`src/sv/wdc_pkg.sv`:
```
// shared types, constants and calendar helpers of the workday counter
package wdc_pkg;

  localparam int unsigned YEAR_W  = 14;
  localparam int unsigned MONTH_W = 4;
  localparam int unsigned DAY_W   = 5;
  localparam int unsigned COUNT_W = 22;
  localparam int unsigned MASK_W  = 7;
  localparam int unsigned WDAY_W  = 3;
  localparam int unsigned Q100_W  = 8;   // year / 100 for any 14-bit year
  localparam int unsigned SUM_W   = 15;  // weekday sum before reduction mod 7
  localparam int unsigned Q7_W    = 12;

  // reciprocal constants: x / 100 = (x * 5243) >> 19 for x < 2^14,
  // x / 7 = (x * 149797) >> 20 for x < 2^15
  localparam logic [12:0] RECIP_100       = 13'd5243;
  localparam int unsigned RECIP_100_SHIFT = 19;
  localparam logic [17:0] RECIP_7         = 18'd149797;
  localparam int unsigned RECIP_7_SHIFT   = 20;

  localparam logic [MASK_W-1:0]  WEEKEND_RESET = 7'd96;
  localparam logic [COUNT_W-1:0] COUNT_MAX     = '1;
  localparam logic [MONTH_W-1:0] MONTH_FEB     = 4'd2;
  localparam logic [MONTH_W-1:0] MONTH_DEC     = 4'd12;
  localparam logic [WDAY_W-1:0]  WDAY_SAT      = 3'd6;

  typedef enum logic [3:0] {
    ST_IDLE,
    ST_QUOT_START,
    ST_CHECK_START,
    ST_QUOT_END,
    ST_CHECK_END,
    ST_QUOT_WDAY,
    ST_SUM_WDAY,
    ST_MOD_WDAY,
    ST_INIT_WALK,
    ST_WALK,
    ST_FINISH
  } ctrl_state_e;

  typedef enum logic [3:0] {
    CMD_NONE,
    CMD_LOAD,
    CMD_QUOT_START,
    CMD_CHECK_START,
    CMD_QUOT_END,
    CMD_CHECK_END,
    CMD_QUOT_WDAY,
    CMD_SUM_WDAY,
    CMD_MOD_WDAY,
    CMD_INIT_WALK,
    CMD_STEP,
    CMD_FINISH
  } dp_cmd_e;

  typedef struct packed {
    logic bad;        // a date of the current word failed its check
    logic walk_done;  // walk reached the end date, or the span is empty
    logic out_free;   // output register can take a result this cycle
  } dp_status_t;

  function automatic logic [DAY_W-1:0] month_days(input logic [MONTH_W-1:0] m,
                                                  input logic leap);
    logic [DAY_W-1:0] len;
    case (m)
      4'd1, 4'd3, 4'd5, 4'd7, 4'd8, 4'd10, 4'd12: len = 5'd31;
      4'd4, 4'd6, 4'd9, 4'd11: len = 5'd30;
      4'd2: len = leap ? 5'd29 : 5'd28;
      default: len = 5'd0;
    endcase
    return len;
  endfunction

  // (31 * mm) / 12 with mm counted from march
  function automatic logic [DAY_W-1:0] month_offset(input logic [MONTH_W-1:0] m);
    logic [DAY_W-1:0] off;
    case (m)
      4'd1:  off = 5'd28;
      4'd2:  off = 5'd31;
      4'd3:  off = 5'd2;
      4'd4:  off = 5'd5;
      4'd5:  off = 5'd7;
      4'd6:  off = 5'd10;
      4'd7:  off = 5'd12;
      4'd8:  off = 5'd15;
      4'd9:  off = 5'd18;
      4'd10: off = 5'd20;
      4'd11: off = 5'd23;
      4'd12: off = 5'd25;
      default: off = 5'd0;
    endcase
    return off;
  endfunction

endpackage

```
`src/sv/wdc_if.sv`:
```
// valid/ready channels for date pairs and workday results

interface wdc_date_if;
  import wdc_pkg::*;
  logic               valid;
  logic               ready;
  logic [YEAR_W-1:0]  start_year;
  logic [MONTH_W-1:0] start_month;
  logic [DAY_W-1:0]   start_day;
  logic [YEAR_W-1:0]  end_year;
  logic [MONTH_W-1:0] end_month;
  logic [DAY_W-1:0]   end_day;
  logic               include_end;

  modport source (
    output valid, start_year, start_month, start_day,
    output end_year, end_month, end_day, include_end,
    input  ready
  );
  modport sink (
    input  valid, start_year, start_month, start_day,
    input  end_year, end_month, end_day, include_end,
    output ready
  );
endinterface

interface wdc_result_if;
  import wdc_pkg::*;
  logic               valid;
  logic               ready;
  logic [COUNT_W-1:0] work_days;
  logic               bad_date;

  modport source (
    output valid, work_days, bad_date,
    input  ready
  );
  modport sink (
    input  valid, work_days, bad_date,
    output ready
  );
endinterface

```
`src/sv/wdc_ctrl.sv`:
```
// sequencer for date check, weekday computation and the day walk
module wdc_ctrl (
  input  logic                clk_i,
  input  logic                rst_ni,
  input  logic                in_valid_i,
  output logic                in_ready_o,
  input  wdc_pkg::dp_status_t status_i,
  output wdc_pkg::dp_cmd_e    cmd_o
);
  import wdc_pkg::*;

  ctrl_state_e state_q, state_d;

  always_ff @(posedge clk_i or negedge rst_ni) begin
    if (!rst_ni) begin
      state_q <= ST_IDLE;
    end else begin
      state_q <= state_d;
    end
  end

  always_comb begin
    state_d = state_q;
    case (state_q)
      ST_IDLE:        if (in_valid_i) state_d = ST_QUOT_START;
      ST_QUOT_START:  state_d = ST_CHECK_START;
      ST_CHECK_START: state_d = ST_QUOT_END;
      ST_QUOT_END:    state_d = ST_CHECK_END;
      ST_CHECK_END:   state_d = ST_QUOT_WDAY;
      ST_QUOT_WDAY:   state_d = status_i.bad ? ST_FINISH : ST_SUM_WDAY;
      ST_SUM_WDAY:    state_d = ST_MOD_WDAY;
      ST_MOD_WDAY:    state_d = ST_INIT_WALK;
      ST_INIT_WALK:   state_d = ST_WALK;
      ST_WALK:        if (status_i.walk_done) state_d = ST_FINISH;
      ST_FINISH:      if (status_i.out_free) state_d = ST_IDLE;
      default:        state_d = ST_IDLE;
    endcase
  end

  always_comb begin
    cmd_o      = CMD_NONE;
    in_ready_o = 1'b0;
    case (state_q)
      ST_IDLE: begin
        in_ready_o = 1'b1;
        if (in_valid_i) cmd_o = CMD_LOAD;
      end
      ST_QUOT_START:  cmd_o = CMD_QUOT_START;
      ST_CHECK_START: cmd_o = CMD_CHECK_START;
      ST_QUOT_END:    cmd_o = CMD_QUOT_END;
      ST_CHECK_END:   cmd_o = CMD_CHECK_END;
      ST_QUOT_WDAY:   if (!status_i.bad) cmd_o = CMD_QUOT_WDAY;
      ST_SUM_WDAY:    cmd_o = CMD_SUM_WDAY;
      ST_MOD_WDAY:    cmd_o = CMD_MOD_WDAY;
      ST_INIT_WALK:   cmd_o = CMD_INIT_WALK;
      ST_WALK:        if (!status_i.walk_done) cmd_o = CMD_STEP;
      ST_FINISH:      if (status_i.out_free) cmd_o = CMD_FINISH;
      default:        cmd_o = CMD_NONE;
    endcase
  end

endmodule

```
`src/sv/wdc_datapath.sv`:
```
// date registers, reciprocal multipliers, calendar stepper and result register
module wdc_datapath #(
  parameter int unsigned MAX_YEAR = 9999
) (
  input  logic                          clk_i,
  input  logic                          rst_ni,
  input  wdc_pkg::dp_cmd_e              cmd_i,
  output wdc_pkg::dp_status_t           status_o,
  input  logic                          cfg_we_i,
  input  logic [wdc_pkg::MASK_W-1:0]    cfg_wdata_i,
  input  logic [wdc_pkg::YEAR_W-1:0]    start_year_i,
  input  logic [wdc_pkg::MONTH_W-1:0]   start_month_i,
  input  logic [wdc_pkg::DAY_W-1:0]     start_day_i,
  input  logic [wdc_pkg::YEAR_W-1:0]    end_year_i,
  input  logic [wdc_pkg::MONTH_W-1:0]   end_month_i,
  input  logic [wdc_pkg::DAY_W-1:0]     end_day_i,
  input  logic                          include_end_i,
  input  logic                          out_ready_i,
  output logic                          out_valid_o,
  output logic [wdc_pkg::COUNT_W-1:0]   work_days_o,
  output logic                          bad_date_o
);
  import wdc_pkg::*;

  localparam logic [YEAR_W-1:0] YearMax = YEAR_W'(MAX_YEAR);
  localparam int unsigned MulW  = YEAR_W + 13;
  localparam int unsigned Mul7W = SUM_W + 18;

  // captured word
  logic [YEAR_W-1:0]  sy_q, ey_q;
  logic [MONTH_W-1:0] sm_q, em_q;
  logic [DAY_W-1:0]   sd_q, ed_q;
  logic               inc_q;

  // arithmetic
  logic [Q100_W-1:0] q100_q;
  logic [YEAR_W-1:0] yy_q;
  logic [SUM_W-1:0]  sum_q;
  logic [Q7_W-1:0]   q7_q;

  // walk
  logic [YEAR_W-1:0]  cur_year_q;
  logic [MONTH_W-1:0] cur_month_q;
  logic [DAY_W-1:0]   cur_day_q;
  logic [WDAY_W-1:0]  wday_q;
  logic [1:0]         cur_y4_q;
  logic [6:0]         cur_y100_q;
  logic [8:0]         cur_y400_q;
  logic [COUNT_W-1:0] tally_q;
  logic               lt_q;

  // control state
  logic              bad_q;
  logic              out_valid_q;
  logic [MASK_W-1:0] mask_q;
  logic [COUNT_W-1:0] work_days_q;
  logic               bad_date_q;

  // year / 100 by reciprocal
  logic [YEAR_W-1:0] mul_in;
  logic [MulW-1:0]   mul_prod;
  logic              start_early;
  logic [YEAR_W-1:0] yy;

  always_comb begin
    start_early = (sm_q <= MONTH_FEB);
    yy          = sy_q - YEAR_W'(start_early);
    case (cmd_i)
      CMD_QUOT_END:  mul_in = ey_q;
      CMD_QUOT_WDAY: mul_in = yy;
      default:       mul_in = sy_q;
    endcase
    mul_prod = MulW'(mul_in) * MulW'(RECIP_100);
  end

  // date check for start or end, using the stored quotient
  logic [YEAR_W-1:0]  chk_year;
  logic [MONTH_W-1:0] chk_month;
  logic [DAY_W-1:0]   chk_day;
  logic [YEAR_W-1:0]  chk_rem;
  logic [6:0]         r100;
  logic [8:0]         r400;
  logic               chk_leap;
  logic [DAY_W-1:0]   chk_len;
  logic               chk_ok;

  always_comb begin
    chk_year  = (cmd_i == CMD_CHECK_END) ? ey_q : sy_q;
    chk_month = (cmd_i == CMD_CHECK_END) ? em_q : sm_q;
    chk_day   = (cmd_i == CMD_CHECK_END) ? ed_q : sd_q;
    chk_rem   = chk_year - YEAR_W'(q100_q) * YEAR_W'(100);
    r100      = chk_rem[6:0];
    r400      = 9'(r100) + 9'(q100_q[1:0]) * 9'd100;
    chk_leap  = (chk_year[1:0] == 2'd0) && ((r100 != 7'd0) || (r400 == 9'd0));
    chk_len   = month_days(chk_month, chk_leap);
    chk_ok    = (chk_year != '0) && (chk_year <= YearMax)
              && (chk_day != '0) && (chk_day <= chk_len);
  end

  // weekday sum and its reduction mod 7
  logic [SUM_W-1:0] wsum;
  logic [Mul7W-1:0] mul7_prod;
  logic [SUM_W-1:0] r7;

  always_comb begin
    wsum = SUM_W'(sd_q) + SUM_W'(yy_q) + SUM_W'(yy_q >> 2) - SUM_W'(q100_q)
         + SUM_W'(q100_q >> 2) + SUM_W'(month_offset(sm_q));
    mul7_prod = Mul7W'(sum_q) * Mul7W'(RECIP_7);
    r7        = sum_q - SUM_W'(q7_q) * SUM_W'(7);
  end

  // one calendar day forward
  logic               cur_leap;
  logic [DAY_W-1:0]   cur_len;
  logic               at_end;
  logic               workday;

  always_comb begin
    cur_leap = (cur_y4_q == 2'd0) && ((cur_y100_q != 7'd0) || (cur_y400_q == 9'd0));
    cur_len  = month_days(cur_month_q, cur_leap);
    at_end   = (cur_year_q == ey_q) && (cur_month_q == em_q) && (cur_day_q == ed_q);
    workday  = !mask_q[wday_q];
  end

  assign status_o.bad       = bad_q;
  assign status_o.walk_done = at_end || !lt_q;
  assign status_o.out_free  = !out_valid_q || out_ready_i;

  always_ff @(posedge clk_i or negedge rst_ni) begin
    if (!rst_ni) begin
      mask_q      <= WEEKEND_RESET;
      bad_q       <= 1'b0;
      out_valid_q <= 1'b0;
    end else begin
      if (cfg_we_i) mask_q <= cfg_wdata_i;
      if (cmd_i == CMD_LOAD) begin
        bad_q <= 1'b0;
      end else if ((cmd_i == CMD_CHECK_START || cmd_i == CMD_CHECK_END) && !chk_ok) begin
        bad_q <= 1'b1;
      end
      if (cmd_i == CMD_FINISH) begin
        out_valid_q <= 1'b1;
      end else if (out_ready_i) begin
        out_valid_q <= 1'b0;
      end
    end
  end

  always_ff @(posedge clk_i) begin
    case (cmd_i)
      CMD_LOAD: begin
        sy_q    <= start_year_i;
        sm_q    <= start_month_i;
        sd_q    <= start_day_i;
        ey_q    <= end_year_i;
        em_q    <= end_month_i;
        ed_q    <= end_day_i;
        inc_q   <= include_end_i;
        tally_q <= '0;
      end
      CMD_QUOT_START, CMD_QUOT_END: begin
        q100_q <= mul_prod[RECIP_100_SHIFT +: Q100_W];
      end
      CMD_CHECK_START: begin
        cur_y4_q   <= sy_q[1:0];
        cur_y100_q <= r100;
        cur_y400_q <= r400;
      end
      CMD_QUOT_WDAY: begin
        q100_q <= mul_prod[RECIP_100_SHIFT +: Q100_W];
        yy_q   <= yy;
      end
      CMD_SUM_WDAY: begin
        sum_q <= wsum;
      end
      CMD_MOD_WDAY: begin
        q7_q <= mul7_prod[RECIP_7_SHIFT +: Q7_W];
      end
      CMD_INIT_WALK: begin
        wday_q      <= r7[WDAY_W-1:0];
        cur_year_q  <= sy_q;
        cur_month_q <= sm_q;
        cur_day_q   <= sd_q;
        lt_q        <= {sy_q, sm_q, sd_q} < {ey_q, em_q, ed_q};
      end
      CMD_STEP: begin
        if (workday && tally_q != COUNT_MAX) tally_q <= tally_q + COUNT_W'(1);
        wday_q <= (wday_q == WDAY_SAT) ? '0 : wday_q + WDAY_W'(1);
        if (cur_day_q == cur_len) begin
          cur_day_q <= DAY_W'(1);
          if (cur_month_q == MONTH_DEC) begin
            cur_month_q <= MONTH_W'(1);
            cur_year_q  <= cur_year_q + YEAR_W'(1);
            cur_y4_q    <= cur_y4_q + 2'd1;
            cur_y100_q  <= (cur_y100_q == 7'd99) ? 7'd0 : cur_y100_q + 7'd1;
            cur_y400_q  <= (cur_y400_q == 9'd399) ? 9'd0 : cur_y400_q + 9'd1;
          end else begin
            cur_month_q <= cur_month_q + MONTH_W'(1);
          end
        end else begin
          cur_day_q <= cur_day_q + DAY_W'(1);
        end
      end
      CMD_FINISH: begin
        bad_date_q <= bad_q;
        if (bad_q) begin
          work_days_q <= '0;
        end else if (inc_q && tally_q != COUNT_MAX) begin
          work_days_q <= tally_q + COUNT_W'(1);
        end else begin
          work_days_q <= tally_q;
        end
      end
      default: begin
      end
    endcase
  end

  assign out_valid_o = out_valid_q;
  assign work_days_o = work_days_q;
  assign bad_date_o  = bad_date_q;

endmodule

```
`src/sv/workday_count_between_dates.sv`:
```
// top level: counts workdays between two gregorian dates
//
//   channel   dir   handshake        word
//   date_i    in    valid / ready    start and end date, include_end
//   result_o  out   valid / ready    work_days, bad_date
//   cfg       in    cfg_we_i         weekend_mask, 7 bits
//
// a word's result follows its acceptance after the date checks, the weekday
// computation and the day walk over the n days from start to end (n is 0 when
// start is not before end); the walk steps one calendar day per cycle.
// a word with an invalid date skips the weekday computation and the walk.
// one word is worked on at a time; the next is taken once the result sits in
// the output register, which holds it until the sink takes it.
// reset clears the sequencer and the output valid and loads weekend_mask with
// friday and saturday.
module workday_count_between_dates #(
  parameter int unsigned MAX_YEAR = 9999
) (
  input  logic                       clk_i,
  input  logic                       rst_ni,
  wdc_date_if.sink                   date_i,
  wdc_result_if.source               result_o,
  input  logic                       cfg_we_i,
  input  logic [wdc_pkg::MASK_W-1:0] cfg_wdata_i
);
  import wdc_pkg::*;

  dp_cmd_e    cmd;     // one operation per cycle for the datapath
  dp_status_t status;  // check, walk and output-slot status back to the sequencer
  logic       in_ready;

  assign date_i.ready = in_ready;

  // sequencer: check both dates, derive the start weekday, then walk the days; a bad date skips to the result
  wdc_ctrl u_ctrl (
    .clk_i      (clk_i),
    .rst_ni     (rst_ni),
    .in_valid_i (date_i.valid),
    .in_ready_o (in_ready),
    .status_i   (status),
    .cmd_o      (cmd)
  );

  // datapath: captured word, reciprocal dividers, calendar stepper, result register
  wdc_datapath #(
    .MAX_YEAR (MAX_YEAR)
  ) u_datapath (
    .clk_i         (clk_i),
    .rst_ni        (rst_ni),
    .cmd_i         (cmd),
    .status_o      (status),
    .cfg_we_i      (cfg_we_i),
    .cfg_wdata_i   (cfg_wdata_i),
    .start_year_i  (date_i.start_year),
    .start_month_i (date_i.start_month),
    .start_day_i   (date_i.start_day),
    .end_year_i    (date_i.end_year),
    .end_month_i   (date_i.end_month),
    .end_day_i     (date_i.end_day),
    .include_end_i (date_i.include_end),
    .out_ready_i   (result_o.ready),
    .out_valid_o   (result_o.valid),
    .work_days_o   (result_o.work_days),
    .bad_date_o    (result_o.bad_date)
  );

endmodule
```
`src/flat_wrapper.sv`:
```
// flat-port wrapper written by rule: the top's interface ports become plain ports
module workday_count_between_dates_flat import wdc_pkg::*;
#(
  parameter int unsigned MAX_YEAR = 9999
)
  (clk_i, rst_ni, cfg_we_i, cfg_wdata_i, date_i_valid, date_i_start_year, date_i_start_month, date_i_start_day, date_i_end_year, date_i_end_month, date_i_end_day, date_i_include_end, date_i_ready, result_o_valid, result_o_work_days, result_o_bad_date, result_o_ready);
  wdc_date_if date_i_i ();
  wdc_result_if result_o_i ();
  input  logic clk_i;
  input  logic rst_ni;
  input  logic cfg_we_i;
  input  logic [wdc_pkg::MASK_W-1:0] cfg_wdata_i;
  input wire logic [$bits(date_i_i.valid)-1:0] date_i_valid;
  input wire logic [$bits(date_i_i.start_year)-1:0] date_i_start_year;
  input wire logic [$bits(date_i_i.start_month)-1:0] date_i_start_month;
  input wire logic [$bits(date_i_i.start_day)-1:0] date_i_start_day;
  input wire logic [$bits(date_i_i.end_year)-1:0] date_i_end_year;
  input wire logic [$bits(date_i_i.end_month)-1:0] date_i_end_month;
  input wire logic [$bits(date_i_i.end_day)-1:0] date_i_end_day;
  input wire logic [$bits(date_i_i.include_end)-1:0] date_i_include_end;
  output wire logic [$bits(date_i_i.ready)-1:0] date_i_ready;
  output wire logic [$bits(result_o_i.valid)-1:0] result_o_valid;
  output wire logic [$bits(result_o_i.work_days)-1:0] result_o_work_days;
  output wire logic [$bits(result_o_i.bad_date)-1:0] result_o_bad_date;
  input wire logic [$bits(result_o_i.ready)-1:0] result_o_ready;
  assign date_i_i.valid = date_i_valid;
  assign date_i_i.start_year = date_i_start_year;
  assign date_i_i.start_month = date_i_start_month;
  assign date_i_i.start_day = date_i_start_day;
  assign date_i_i.end_year = date_i_end_year;
  assign date_i_i.end_month = date_i_end_month;
  assign date_i_i.end_day = date_i_end_day;
  assign date_i_i.include_end = date_i_include_end;
  assign date_i_ready = date_i_i.ready;
  assign result_o_valid = result_o_i.valid;
  assign result_o_work_days = result_o_i.work_days;
  assign result_o_bad_date = result_o_i.bad_date;
  assign result_o_i.ready = result_o_ready;
  workday_count_between_dates #(.MAX_YEAR(MAX_YEAR)) u_core (.clk_i(clk_i), .rst_ni(rst_ni), .date_i(date_i_i), .result_o(result_o_i), .cfg_we_i(cfg_we_i), .cfg_wdata_i(cfg_wdata_i));
endmodule
```
`config.mk`:
```
export PLATFORM = sky130hd
export DESIGN_NAME = workday_count_between_dates_flat
export DESIGN_NICKNAME = d
export VERILOG_FILES = /design/src/sv/wdc_pkg.sv /design/src/sv/wdc_if.sv /design/src/sv/wdc_ctrl.sv /design/src/sv/wdc_datapath.sv /design/src/sv/workday_count_between_dates.sv /design/src/flat_wrapper.sv
export SDC_FILE = /design/constraint.sdc
export NUM_CORES = 1
export LEC_CHECK = 0
export CAP_MARGIN = 15
export CORE_ASPECT_RATIO = 1.25
export CORE_UTILIZATION = 35
export DETAILED_ROUTE_END_ITERATION = 16
export DONT_BUFFER_PORTS = 1
export SYNTH_ARGS = -nofsm -noshare
export SYNTH_HDL_FRONTEND = slang
export SYNTH_SLANG_ARGS = --single-unit
```
`constraint.sdc`:
```
create_clock -name clk_i -period 9.4 [get_ports clk_i]
set_input_delay 2.35 -clock clk_i [delete_from_list [all_inputs] [get_ports clk_i]]
set_output_delay 2.35 -clock clk_i [all_outputs]
set_load 0.05 [all_outputs]
```
; Word level (Yosys, flattened, before mapping)
; Memory sizes are Yosys's and may differ from the RTL's. A register that Yosys moved wholly into a read port is not among the register bits.
; Cells that the tools add are included.
[totals]
regBits = 199
latchBits = 0
ramBits = 0
rom_bits = 80
input_bits = 59
output_inout_bits = 25
wordCells = 206
n_memories = 1
[mem_list]
columns = name, depth, width, read_ports, rd_clocked_by_memory_dff, wr, line_no
row1 = (name not given), 16, 5, 1, 1, 0, wdc_pkg.sv:77  ; case (m)
[classes]
addsub = 17
mul = 5
div = 0
magnitude_cmp = 5
eq_ne = 59
n_shift = 0
mux = 50
bitwise = 0
reduce_logical = 43
[op_table]
columns = cell, n
row1 = $pmux W4 S11, 2
row2 = $eq A4 B4 Y1 const B, 17
row3 = $eq A4 B3 Y1 const B, 16
row4 = $pmux W14 S2, 2
row5 = $mux W22, 2
row6 = $pmux W22 S2, 1
row7 = $mux W14, 3
row8 = $mux W4, 10
row9 = $eq A4 B2 Y1 const B, 8
row10 = $mul A15 B18 Y32 const B, 1
row11 = $pmux W5 S3, 2
row12 = $mul A14 B13 Y27 const B, 1
row13 = $mux W9, 3
row14 = $lt A23 B23 Y1, 1
row15 = $add A22 B1 Y22 const B, 1
row16 = $ne A22 B22 Y1 const B, 1
row17 = $mux W7, 3
row18 = $logic_not A9 Y1, 2
row19 = $pmux W9 S2, 1
row20 = $eq A4 B1 Y1 const B, 4
row21 = $add A15 B12 Y15, 1
row22 = $add A15 B5 Y15, 1
row23 = $add A15 B6 Y15, 1
row24 = $add A5 B14 Y15, 1
row25 = 51 further kinds, 94

; Logic depth before layout (Yosys ltp)
; Gate-level depths: netlist of run 1.
[logic_depth]
word_depth = 21
mapped_depth = 27

; Hierarchy
; Synthesis of run 1 repeated with hierarchy kept, for this count alone.
[unflattened]
hier_cells = 1762
hier_area_um2 = 17996.0
[modules_own_cells]
columns = mod, instances, cells_each, area_per_inst_um2
row1 = wdc_datapath, 1, 1722, 17656.9
row2 = wdc_ctrl, 1, 40, 339.1

; Least setup slack after synthesis of run 1
; OpenSTA, ideal clock, no wires.
[synth_path]
path_type = register to register
from = register u_core.u_datapath.sm_q[1]
to = register u_core.u_datapath.q100_q[7] (data pin)
setup_ns = 0.264
t_arrival_ns = 6.968
required_ns = 9.136
path_slack_ns = 2.168
stages_incl_launch_ff = 22
n_path_buf = 0
cell_sequence = edfxtp_1 -> a211oi_1 -> ha_1 -> or4b_4 -> or3_4 -> or4_4 -> o311ai_1 -> inv_1 -> fa_1 -> inv_1 -> ha_1 -> fa_1 -> fa_1 -> fa_1 -> ha_1 -> and4_1 -> nor2b_1 -> o21ai_0 -> o211ai_1 -> a211o_1 -> o31ai_1 -> xnor2_1
[synth_via]
elab_chain_cells = 4
[synth_lines]
columns = item, line_no
row1 = from (decl), wdc_datapath.sv:31  ; logic [MONTH_W-1:0] sm_q, em_q;
row2 = from (signal assigned), wdc_datapath.sv:153  ; sm_q <= start_month_i;
row3 = $le A4 B2 Y1, wdc_datapath.sv:66  ; start_early = (sm_q <= MONTH_FEB);
row4 = $sub A14 B1 Y14, wdc_datapath.sv:67  ; yy = sy_q - YEAR_W'(start_early);
row5 = $pmux W14 S2, wdc_datapath.sv:68  ; case (cmd_i)
row6 = $mul A14 B13 Y27, wdc_datapath.sv:73  ; mul_prod = MulW'(mul_in) * MulW'(RECIP_100);
row7 = net u_core.u_datapath.mul_prod[26], wdc_datapath.sv:61  ; logic [MulW-1:0] mul_prod;
row8 = to (signal assigned), wdc_datapath.sv:162  ; q100_q <= mul_prod[RECIP_100_SHIFT +: Q100_W];
row9 = to (signal assigned), wdc_datapath.sv:170  ; q100_q <= mul_prod[RECIP_100_SHIFT +: Q100_W];
row10 = to (decl), wdc_datapath.sv:36  ; logic [Q100_W-1:0] q100_q;
; The timed path passes the listed nets, and every way through them passes these cells.
; A chain may end at the register's enable or synchronous reset.

; Final worst setup path of run 1
[layout_path]
from = register u_core.u_datapath.sm_q[3]
to = register u_core.u_datapath.q100_q[7] (data pin)
; The elaborated chain is that of the path after synthesis.

==> results.cfg, run 1 <==
[cts]
cts_buffer_depth = 2
cts_hold_buf = 0
cts_root_buffer = clkbuf_16
htree_num_levels = 4
post_cts_buffers = 0
cts_made_buffers = 17
insertion_delay_ns = 0.47
clkSinkCount = 195
tritoncts = done
postCtsResizedCells = 0
clk_pin_slew_worst_paths_ns = 0.07

[yosys]
synth.most_common_cell = inv_1
synth_nets = 2148
synth_commonest_cells = inv_1 (293), ha_1 (253), edfxtp_1 (177)
synth_top_flop_cell = edfxtp_1
synth-edff-count = 177
ys_seq_area_frac = 0.323
synth-async-reset-ratio = 0.0667
synth_top_cell_by_area = edfxtp_1
ys_seq_elements = 195
yosys_warnings = 0
yosysTopAreaCellShare = 0.299
yosysUniqueCellTypes = 73
synth_area_leaders = edfxtp_1 (30%), ha_1 (18%), fa_1 (14%)
synth.avg_cell_area_um2 = 10.4
syn_area_um2 = 17800
syn-instance-count = 1708

[route]
drc = 0
wirelength_um = 40400
ant_nets = 0
vias = 11970
drtIter0Drc = 539
firstDrtPassIters = 4
avgViaCountPerCell = 5.06
wl_per_cell_um = 17.1

[grt]
grtUsageTotal = 0.161
first_global_vias = 12146
grt_overflow = 0
grt_util_met2 = 0.278
use_met1 = 0.194
grt_max_degree = 71
antenna_found_initial = 3
grt_use_met3 = 0.0357
busiest_layer = met2
grt_first_pass_wirelength_um = 63800

[worst_setup_path]
crit_type = reg2reg
path_delay_family = adder cells
required_ns = 9.61
path_buf_inv = 2
worst_setup_path_end_kind = register
slowest_stage = o311ai_1
crit_chain = a211oi_1, ha_1, ha_1, or3b_1, nor3_1, nand2_1, or3_1, o311ai_1, ha_1, fa_1, fa_1, inv_1, fa_1, fa_1, inv_1, ha_1, nor3_1, nand2_1, o21ai_1, o211ai_1, a211o_1, o31ai_1, xnor2_1
rrSetupSlack_ns = 1.40
critPathArrivalTime_ns = 8.21
startpoint_type = register
slowest_delay_ns = 0.71
crit_path_max_fanout = 6

[final_layout]
n_antenna_cell = 0
post-route-cell-area_um2 = 19100
drive_above_1_share = 0.0496
syn_to_final_growth_pct = 7.76
nNetsFinal = 2140

[timing]
slew_headroom = 0.266
setup_tns_ns = 0
worstMarginPinSlew_ns = 1.10
maxSlewViolCount = 0
fmax_mhz = 125
period_share = 0.851
skew_ns = 0.0168
hold_violations = 0
period_needed_ns = 8.00
setup_viol = 0
rsz0062_at_grt = no

[floorplanning]
fp.dieH_um = 254
initial_utilization = 0.357
core-area_um2 = 49800
die_w_um = 203
ios = 84
die_area_um2 = 51700
rows = 91

[min_path]
hold_path.class = reg2reg

[placed_design]
place_hpwl_um = 33000
port_buffers = 0
finalWeightedCongestion = 0.907
placed_area_um2 = 18500

[status]
outcome = finished clean

[run]
drv_cap = 0
layout make-up:
class | count | area (µm²)
repair buffers | 11 | 82.6
inverters | 298 | 1120
multi-input cells | 1177 | 10800
clock inverters | 15 | 168
fillers | 4799 | 30600
flip-flops and latches | 195 | 5740
clock buffers | 17 | 425
well taps | 651 | 815
final timing paths:
kind	from	depth (start not counted)	end
max	u_core.u_datapath.sm_q[3]$_DFFE_PP_	23	u_core.u_datapath.q100_q[7]$_DFFE_PP_
min	u_core.u_datapath.mask_q[2]$_DFFE_PN0P_	1	u_core.u_datapath.mask_q[2]$_DFFE_PN0P_
max reg2reg	u_core.u_datapath.sm_q[3]$_DFFE_PP_	23	u_core.u_datapath.q100_q[7]$_DFFE_PP_
min reg2reg	u_core.u_datapath.mask_q[2]$_DFFE_PN0P_	1	u_core.u_datapath.mask_q[2]$_DFFE_PN0P_
max in group asynchronous	rst_ni	0	u_core.u_datapath.mask_q[5]$_DFFE_PN1P_
min in group asynchronous	rst_ni	0	u_core.u_ctrl.state_q[1]$_DFFE_PN0P_
state kept, by name, indices dropped and copies added (netlist names), 2 cells and up, named ones only:
name,flops
u_core.u_ctrl.state_q,4
u_core.u_datapath.cur_day_q,5
u_core.u_datapath.cur_month_q,4
u_core.u_datapath.cur_y100_q,7
u_core.u_datapath.cur_y400_q,9
u_core.u_datapath.cur_y4_q,2
u_core.u_datapath.cur_year_q,14
u_core.u_datapath.ed_q,5
u_core.u_datapath.em_q,4
u_core.u_datapath.ey_q,14
u_core.u_datapath.mask_q,7
u_core.u_datapath.q100_q,8
u_core.u_datapath.q7_q,3
u_core.u_datapath.sd_q,5
u_core.u_datapath.sm_q,4
u_core.u_datapath.sum_q,15
u_core.u_datapath.sy_q,14
u_core.u_datapath.tally_q,22
u_core.u_datapath.wday_q,3
u_core.u_datapath.work_days_o,22
u_core.u_datapath.yy_q,14
kinds of logic (layout without fill, tap and decap cells):
kind of cell	Yosys count	in the layout	share of synthesized area
simple gates	382	382	0.106
fa+ha+maj	381	381	0.323
buf+inv	336	341	0.0715
compound gates	242	242	0.0873
flops	195	195	0.323
xor+xnor	140	140	0.0690
mux	32	32	0.0206
placed cells by master, fill, tap and decap left out, drive strengths merged, types with 32 or more instances in the layout:
cell type / count
a21oi: 59
edfxtp: 177
fa: 128
ha: 253
inv: 306
nand2: 110
nand3: 32
nor2: 95
o21ai: 70
xnor2: 74
xor2: 66
routing by layer:
layer | share of wire | vias up
li1 | - | 5816
met2 | 0.49 | 228
met1 | 0.43 | 5848
met3 | 0.043 | 72
met4 | 0.032 | 6
met5 | 0.00092 | -
through the flow:
step / util / setup slack, ns / cells / hold slack, ns
global route: 0.385 / 0.928 / 2364 / 0.536
global placement: 0.373 / 1.61 / 2331 / 0.487
CTS: 0.384 / 1.36 / 2363 / 0.520
detailed placement: 0.373 / 1.38 / 2331 / 0.502
floorplan: - / 2.17 / 1708 / 0.423
finish: 0.385 / 1.40 / 2364 / 0.512
Power of run 1 is not shown: default switching activity piles up to over one toggle a cycle in this logic, so the estimate is an artifact.
==> inputs of run 2 (changes only) <==
Settings changed: RECOVER_POWER set to 25.
==> run 2 against run 1 <==
  * Sequential share of layout area about the same
  * Via count rose by 0.10%
  * Wire length is the same
  * Register-to-register slack worse by 0.02 ns
  * Non-clock buffer count is the same
  * Global-route usage unchanged
  * Fmax decreased by 0.28%
  * Highest routed layer unchanged
==> results.cfg, run 2 (synthesis gave the netlist of run 1 again) <==
[status]
outcome = finished clean

[final_layout]
drive_above_1_share = 0.0485
multi_input_area_um2 = 10800
fillers = 4801
n_antenna_cell = 0
final_cell_mix = inv_1 (292), ha_1 (253), edfxtp_1 (177)
nNetsFinal = 2140
layout_commonest_cell = inv_1
syn_to_final_growth_pct = 7.71
regArea_um2 = 5740

[run]
drv_cap = 0

[timing]
hold_violations = 0
setup_tns_ns = 0
period_needed_ns = 8.02
skew_ns = 0.0192
period_share = 0.853
worstMarginPinSlew_ns = 1.10
maxSlewViolCount = 0
slew_headroom = 0.265
rsz0062_at_grt = no
fmax_mhz = 125
setup_viol = 0

[cts]
cts_made_buffers = 17
htree_num_levels = 4
clk_pin_slew_worst_paths_ns = 0.08
post_cts_buffers = 0
postCtsResizedCells = 0
clkSinkCount = 195
insertion_delay_ns = 0.47
cts_root_buffer = clkbuf_16
cts_hold_buf = 0
tritoncts = done
cts_buffer_depth = 2

[min_path]
hold_depth = 1
hold_path.class = reg2reg
hp-start = u_core.u_datapath.mask_q[2]$_DFFE_PN0P_
holdPathEnd = u_core.u_datapath.mask_q[2]$_DFFE_PN0P_

[worst_setup_path]
r2r_cells = 23
rrSetupSlack_ns = 1.38
required_ns = 9.61
slowest_stage = o311ai_1
regToRegEndpoint = u_core.u_datapath.q100_q[7]$_DFFE_PP_
crit_chain = a211oi_1, ha_1, ha_1, or3b_1, nor3_1, nand2_1, or3_1, o311ai_1, ha_1, fa_1, fa_1, inv_1, fa_1, fa_1, inv_1, ha_1, nor3_1, nand2_1, o21ai_1, o211ai_1, a211o_1, o31ai_1, xnor2_1
startpoint_type = register
crit_path_max_fanout = 6
crit_type = reg2reg
slowest_delay_ns = 0.72
worst_setup_path_end_kind = register
critPathArrivalTime_ns = 8.23
worstReg2RegStart = u_core.u_datapath.sm_q[3]$_DFFE_PP_

[route]
vias = 11982
wirelength_um = 40400
avgViaCountPerCell = 5.07
drtIter0Drc = 534
drc = 0
ant_nets = 0
firstDrtPassIters = 5
wl_per_cell_um = 17.1

[floorplanning]
die_area_um2 = 51700
core-area_um2 = 49800
ios = 84
fp.dieH_um = 254
rows = 91
initial_utilization = 0.357
die_w_um = 203

[placed_design]
port_buffers = 0
place_hpwl_um = 33000
finalWeightedCongestion = 0.907

[grt]
grtUsageTotal = 0.161
first_global_vias = 12146
grt_max_degree = 71
grt_first_pass_wirelength_um = 63800
grt_overflow = 0
antenna_found_initial = 3
==> run 2: cell count changes in the layout (fill, tap and decap cells not counted), sizes merged <==
| cell | before | now |
|---|---|---|
| clkbuf | 17 | 18 |
| buf | 11 | 10 |
==> run 2: worst max path at each step <==
stage / startpoint / to / slack (ns) / cells after the start
2_1_floorplan: u_core.u_datapath.sm_q[1]$_DFFE_PP_ / u_core.u_datapath.q100_q[7]$_DFFE_PP_ / 2.17 / 21
3_3_place_gp: u_core.u_datapath.sm_q[3]$_DFFE_PP_ / u_core.u_datapath.q100_q[7]$_DFFE_PP_ / 1.61 / 23
3_5_place_dp: u_core.u_datapath.sm_q[3]$_DFFE_PP_ / u_core.u_datapath.q100_q[7]$_DFFE_PP_ / 1.38 / 23
4_1_cts: u_core.u_datapath.sm_q[3]$_DFFE_PP_ / u_core.u_datapath.q100_q[7]$_DFFE_PP_ / 1.36 / 23
5_1_grt: u_core.u_datapath.sm_q[1]$_DFFE_PP_ / u_core.u_datapath.q100_q[7]$_DFFE_PP_ / 0.93 / 23
6_report: u_core.u_datapath.sm_q[3]$_DFFE_PP_ / u_core.u_datapath.q100_q[7]$_DFFE_PP_ / 1.38 / 23
==> run 2: layout make-up <==
type	count	share of cell area
Clock inverter	15	0.00876
Timing Repair Buffer	11	0.00412
Sequential cell	195	0.300
Tap cell	651	0.0426
Clock buffer	17	0.0222
Multi-Input combinational cell	1177	0.564
Inverter	298	0.0585
==> run 2: per-stage QoR <==
| stage | instance area, µm² | utilization | worst slack, ns | instances | hold WS [ns] |
|---|---|---|---|---|---|
| 2_1_floorplan | 17800 | - | 2.17 | 1708 | 0.423 |
| 3_3_place_gp | 18500 | 0.373 | 1.61 | 2331 | 0.487 |
| 3_5_place_dp | 18500 | 0.373 | 1.38 | 2331 | 0.502 |
| 4_1_cts | 19100 | 0.384 | 1.36 | 2363 | 0.520 |
| 5_1_grt | 19100 | 0.384 | 0.928 | 2364 | 0.536 |
| 6_report | 19100 | 0.384 | 1.38 | 2364 | 0.512 |
==> run 2: critical path, delay by kind of cell (launching register included) <==
| family | cells | cell delay, ns |
|---|---|---|
| flip-flops | 1 | 0.48 |
| adder cells (fa/ha/maj) | 8 | 3.13 |
| XOR/XNOR | 1 | 0.11 |
| AND/OR/NAND/NOR | 6 | 1.68 |
| buffers and inverters | 2 | 0.10 |
| AO/OA/AOI/OAI | 6 | 2.26 |
==> run 2: layer usage <==
layer,global-route usage,share of wire,up-vias
met1,0.194,0.43,5864
li1,-,-,5815
met5,0,0.00092,-
met4,0.0632,0.032,6
met2,0.278,0.49,226
met3,0.0357,0.043,71
Power of run 2 is left out for the same reason.
==> inputs of run 3 (changes only) <==
Settings changed: RECOVER_POWER 25 to 100.
==> run 3 against run 2 <==
  * The flow now finishes with violations (capacitance limit, slew limit)
  * Wire length barely moved
  * Via count rose by 0.11%
  * Non-clock buffer count did not move
  * Final cell count did not move
  * Die area did not move
  * Highest routed layer unchanged
  * Register-to-register slack got worse by 0.37 ns
  * Sequential share of layout area rose by 0.12 points
  * Largest cell class unchanged
==> results.cfg, run 3 (synthesis gave the netlist of run 1 again) <==
[grt]
grt_overflow = 0
grt_first_pass_wirelength_um = 63800
grt_use_met3 = 0.0357
grt_util_met2 = 0.278
busiest_layer = met2
use_met1 = 0.194
antenna_found_initial = 3
first_global_vias = 12146
grt_max_degree = 71
grtUsageTotal = 0.161

[placed_design]
post-place-ws_ns = 1.38
place_hpwl_um = 33000
finalWeightedCongestion = 0.907
port_buffers = 0

[status]
violations = capacitance limit, slew limit
outcome = finished with violations

[final_layout]
finish.utilization = 0.383
syn_to_final_growth_pct = 7.28
fillers = 4814
nNetsFinal = 2140
layout_commonest_cell = inv_1
final_cell_mix = inv_1 (294), ha_1 (253), edfxtp_1 (177)
n_antenna_cell = 0
drive_above_1_share = 0.0397

[cts]
tritoncts = done
insertion_delay_ns = 0.47
clkSinkCount = 195
cts_made_buffers = 17
htree_num_levels = 4
postCtsResizedCells = 0
cts_hold_buf = 0
clk_pin_slew_worst_paths_ns = 0.08
cts_root_buffer = clkbuf_16
post_cts_buffers = 0
cts_buffer_depth = 2

[worst_setup_path]
r2r_cells = 22
worstReg2RegStart = u_core.u_datapath.bad_q$_DFFE_PN0P_
crit_type = reg2reg
path_delay_family = adder cells
startpoint_type = register
critPathArrivalTime_ns = 8.60
crit_path_max_fanout = 27
rrSetupSlack_ns = 1.01
path_buf_inv = 5
worst_setup_path_end_kind = register
regToRegEndpoint = u_core.u_datapath.q100_q[7]$_DFFE_PP_
crit_chain = or3_1, inv_1, nor2_1, o21ai_1, o311ai_0, inv_2, fa_1, inv_1, ha_1, fa_1, inv_1, fa_1, fa_1, inv_1, ha_1, nor3_1, nand2_1, o21ai_0, o211ai_1, a211o_1, o31ai_1, xnor2_1
slowest_stage = dfrtp_1
required_ns = 9.61
slowest_delay_ns = 0.92

[floorplanning]
die_w_um = 203
initial_utilization = 0.357
core-area_um2 = 49800
ios = 84
fp.dieH_um = 254
die_area_um2 = 51700
rows = 91

[timing]
worstMarginPinSlew_ns = 2.96
setup_tns_ns = 0
rsz0062_at_grt = no
slew_headroom = -0.971
period_share = 0.892
hold_violations = 0
setup_viol = 0
setup_slack_ns = 1.01
maxSlewViolCount = 174
skew_ns = 0.0163
fmax_mhz = 119
hold_slack_ns = 0.514
period_needed_ns = 8.39

[min_path]
hp-start = u_core.u_datapath.mask_q[2]$_DFFE_PN0P_
holdPathEnd = u_core.u_datapath.mask_q[2]$_DFFE_PN0P_
hold_depth = 1
hold_path.class = reg2reg

[route]
wirelength_um = 40400
drc = 0
firstDrtPassIters = 5
ant_nets = 0
drtIter0Drc = 531
wl_per_cell_um = 17.1
avgViaCountPerCell = 5.07
vias = 11995

[run]
drv_cap = 5
-- run 3: cell count changes in the layout (fill, tap and decap cells not counted), sizes merged --
cell,delta
buf,-6
clkbuf,+6
-- run 3: stage by stage --
stage                     cells  area, µm²
final                      2364      19100
after global routing       2364      19100
after CTS                  2363      19100
after detailed placement   2331      18500
after global placement     2331      18500
after floorplan            1708      17800
-- run 3: final cells by class --
class                           count  area, µm²  area share
Multi-Input combinational cell   1177      10700       0.563
Sequential cell                   195       5740       0.301
Inverter                          298       1120      0.0587
Tap cell                          651        815      0.0428
Clock buffer                       17        425      0.0223
Clock inverter                     15        168     0.00880
Timing Repair Buffer               11       56.3     0.00296
-- run 3: worst register-to-register path, stage by stage (launching register included) --
cell and delay (ns):
dfrtp_1 0.92, or3_1 0.81, inv_1 0.62, nor2_1 0.54, o21ai_1 0.15, o311ai_0 0.33, inv_2 0.18, fa_1 0.58
inv_1 0.05, ha_1 0.21, fa_1 0.54, inv_1 0.05, fa_1 0.48, fa_1 0.55, inv_1 0.05, ha_1 0.20
nor3_1 0.24, nand2_1 0.07, o21ai_0 0.55, o211ai_1 0.26, a211o_1 0.36, o31ai_1 0.29, xnor2_1 0.11
-- run 3: worst max path at each step --
stage | startpoint | endpoint | slack, ns | cells after the start
2_1_floorplan | u_core.u_datapath.sm_q[1]$_DFFE_PP_ | u_core.u_datapath.q100_q[7]$_DFFE_PP_ | 2.17 | 21
3_3_place_gp | u_core.u_datapath.sm_q[3]$_DFFE_PP_ | u_core.u_datapath.q100_q[7]$_DFFE_PP_ | 1.61 | 23
3_5_place_dp | u_core.u_datapath.sm_q[3]$_DFFE_PP_ | u_core.u_datapath.q100_q[7]$_DFFE_PP_ | 1.38 | 23
4_1_cts | u_core.u_datapath.sm_q[3]$_DFFE_PP_ | u_core.u_datapath.q100_q[7]$_DFFE_PP_ | 1.36 | 23
5_1_grt | u_core.u_datapath.bad_q$_DFFE_PN0P_ | u_core.u_datapath.q100_q[7]$_DFFE_PP_ | 0.47 | 22
6_report | u_core.u_datapath.bad_q$_DFFE_PN0P_ | u_core.u_datapath.q100_q[7]$_DFFE_PP_ | 1.01 | 22
-- run 3: per-layer routing --
metal | vias up | routed length, µm | part of all wire
li1 | 5816 | - | -
met1 | 5873 | 17500 | 0.43
met2 | 231 | 19900 | 0.49
met3 | 69 | 1650 | 0.041
met4 | 6 | 1260 | 0.031
met5 | - | 37 | 0.00092
Power of run 3 is left out for the same reason.
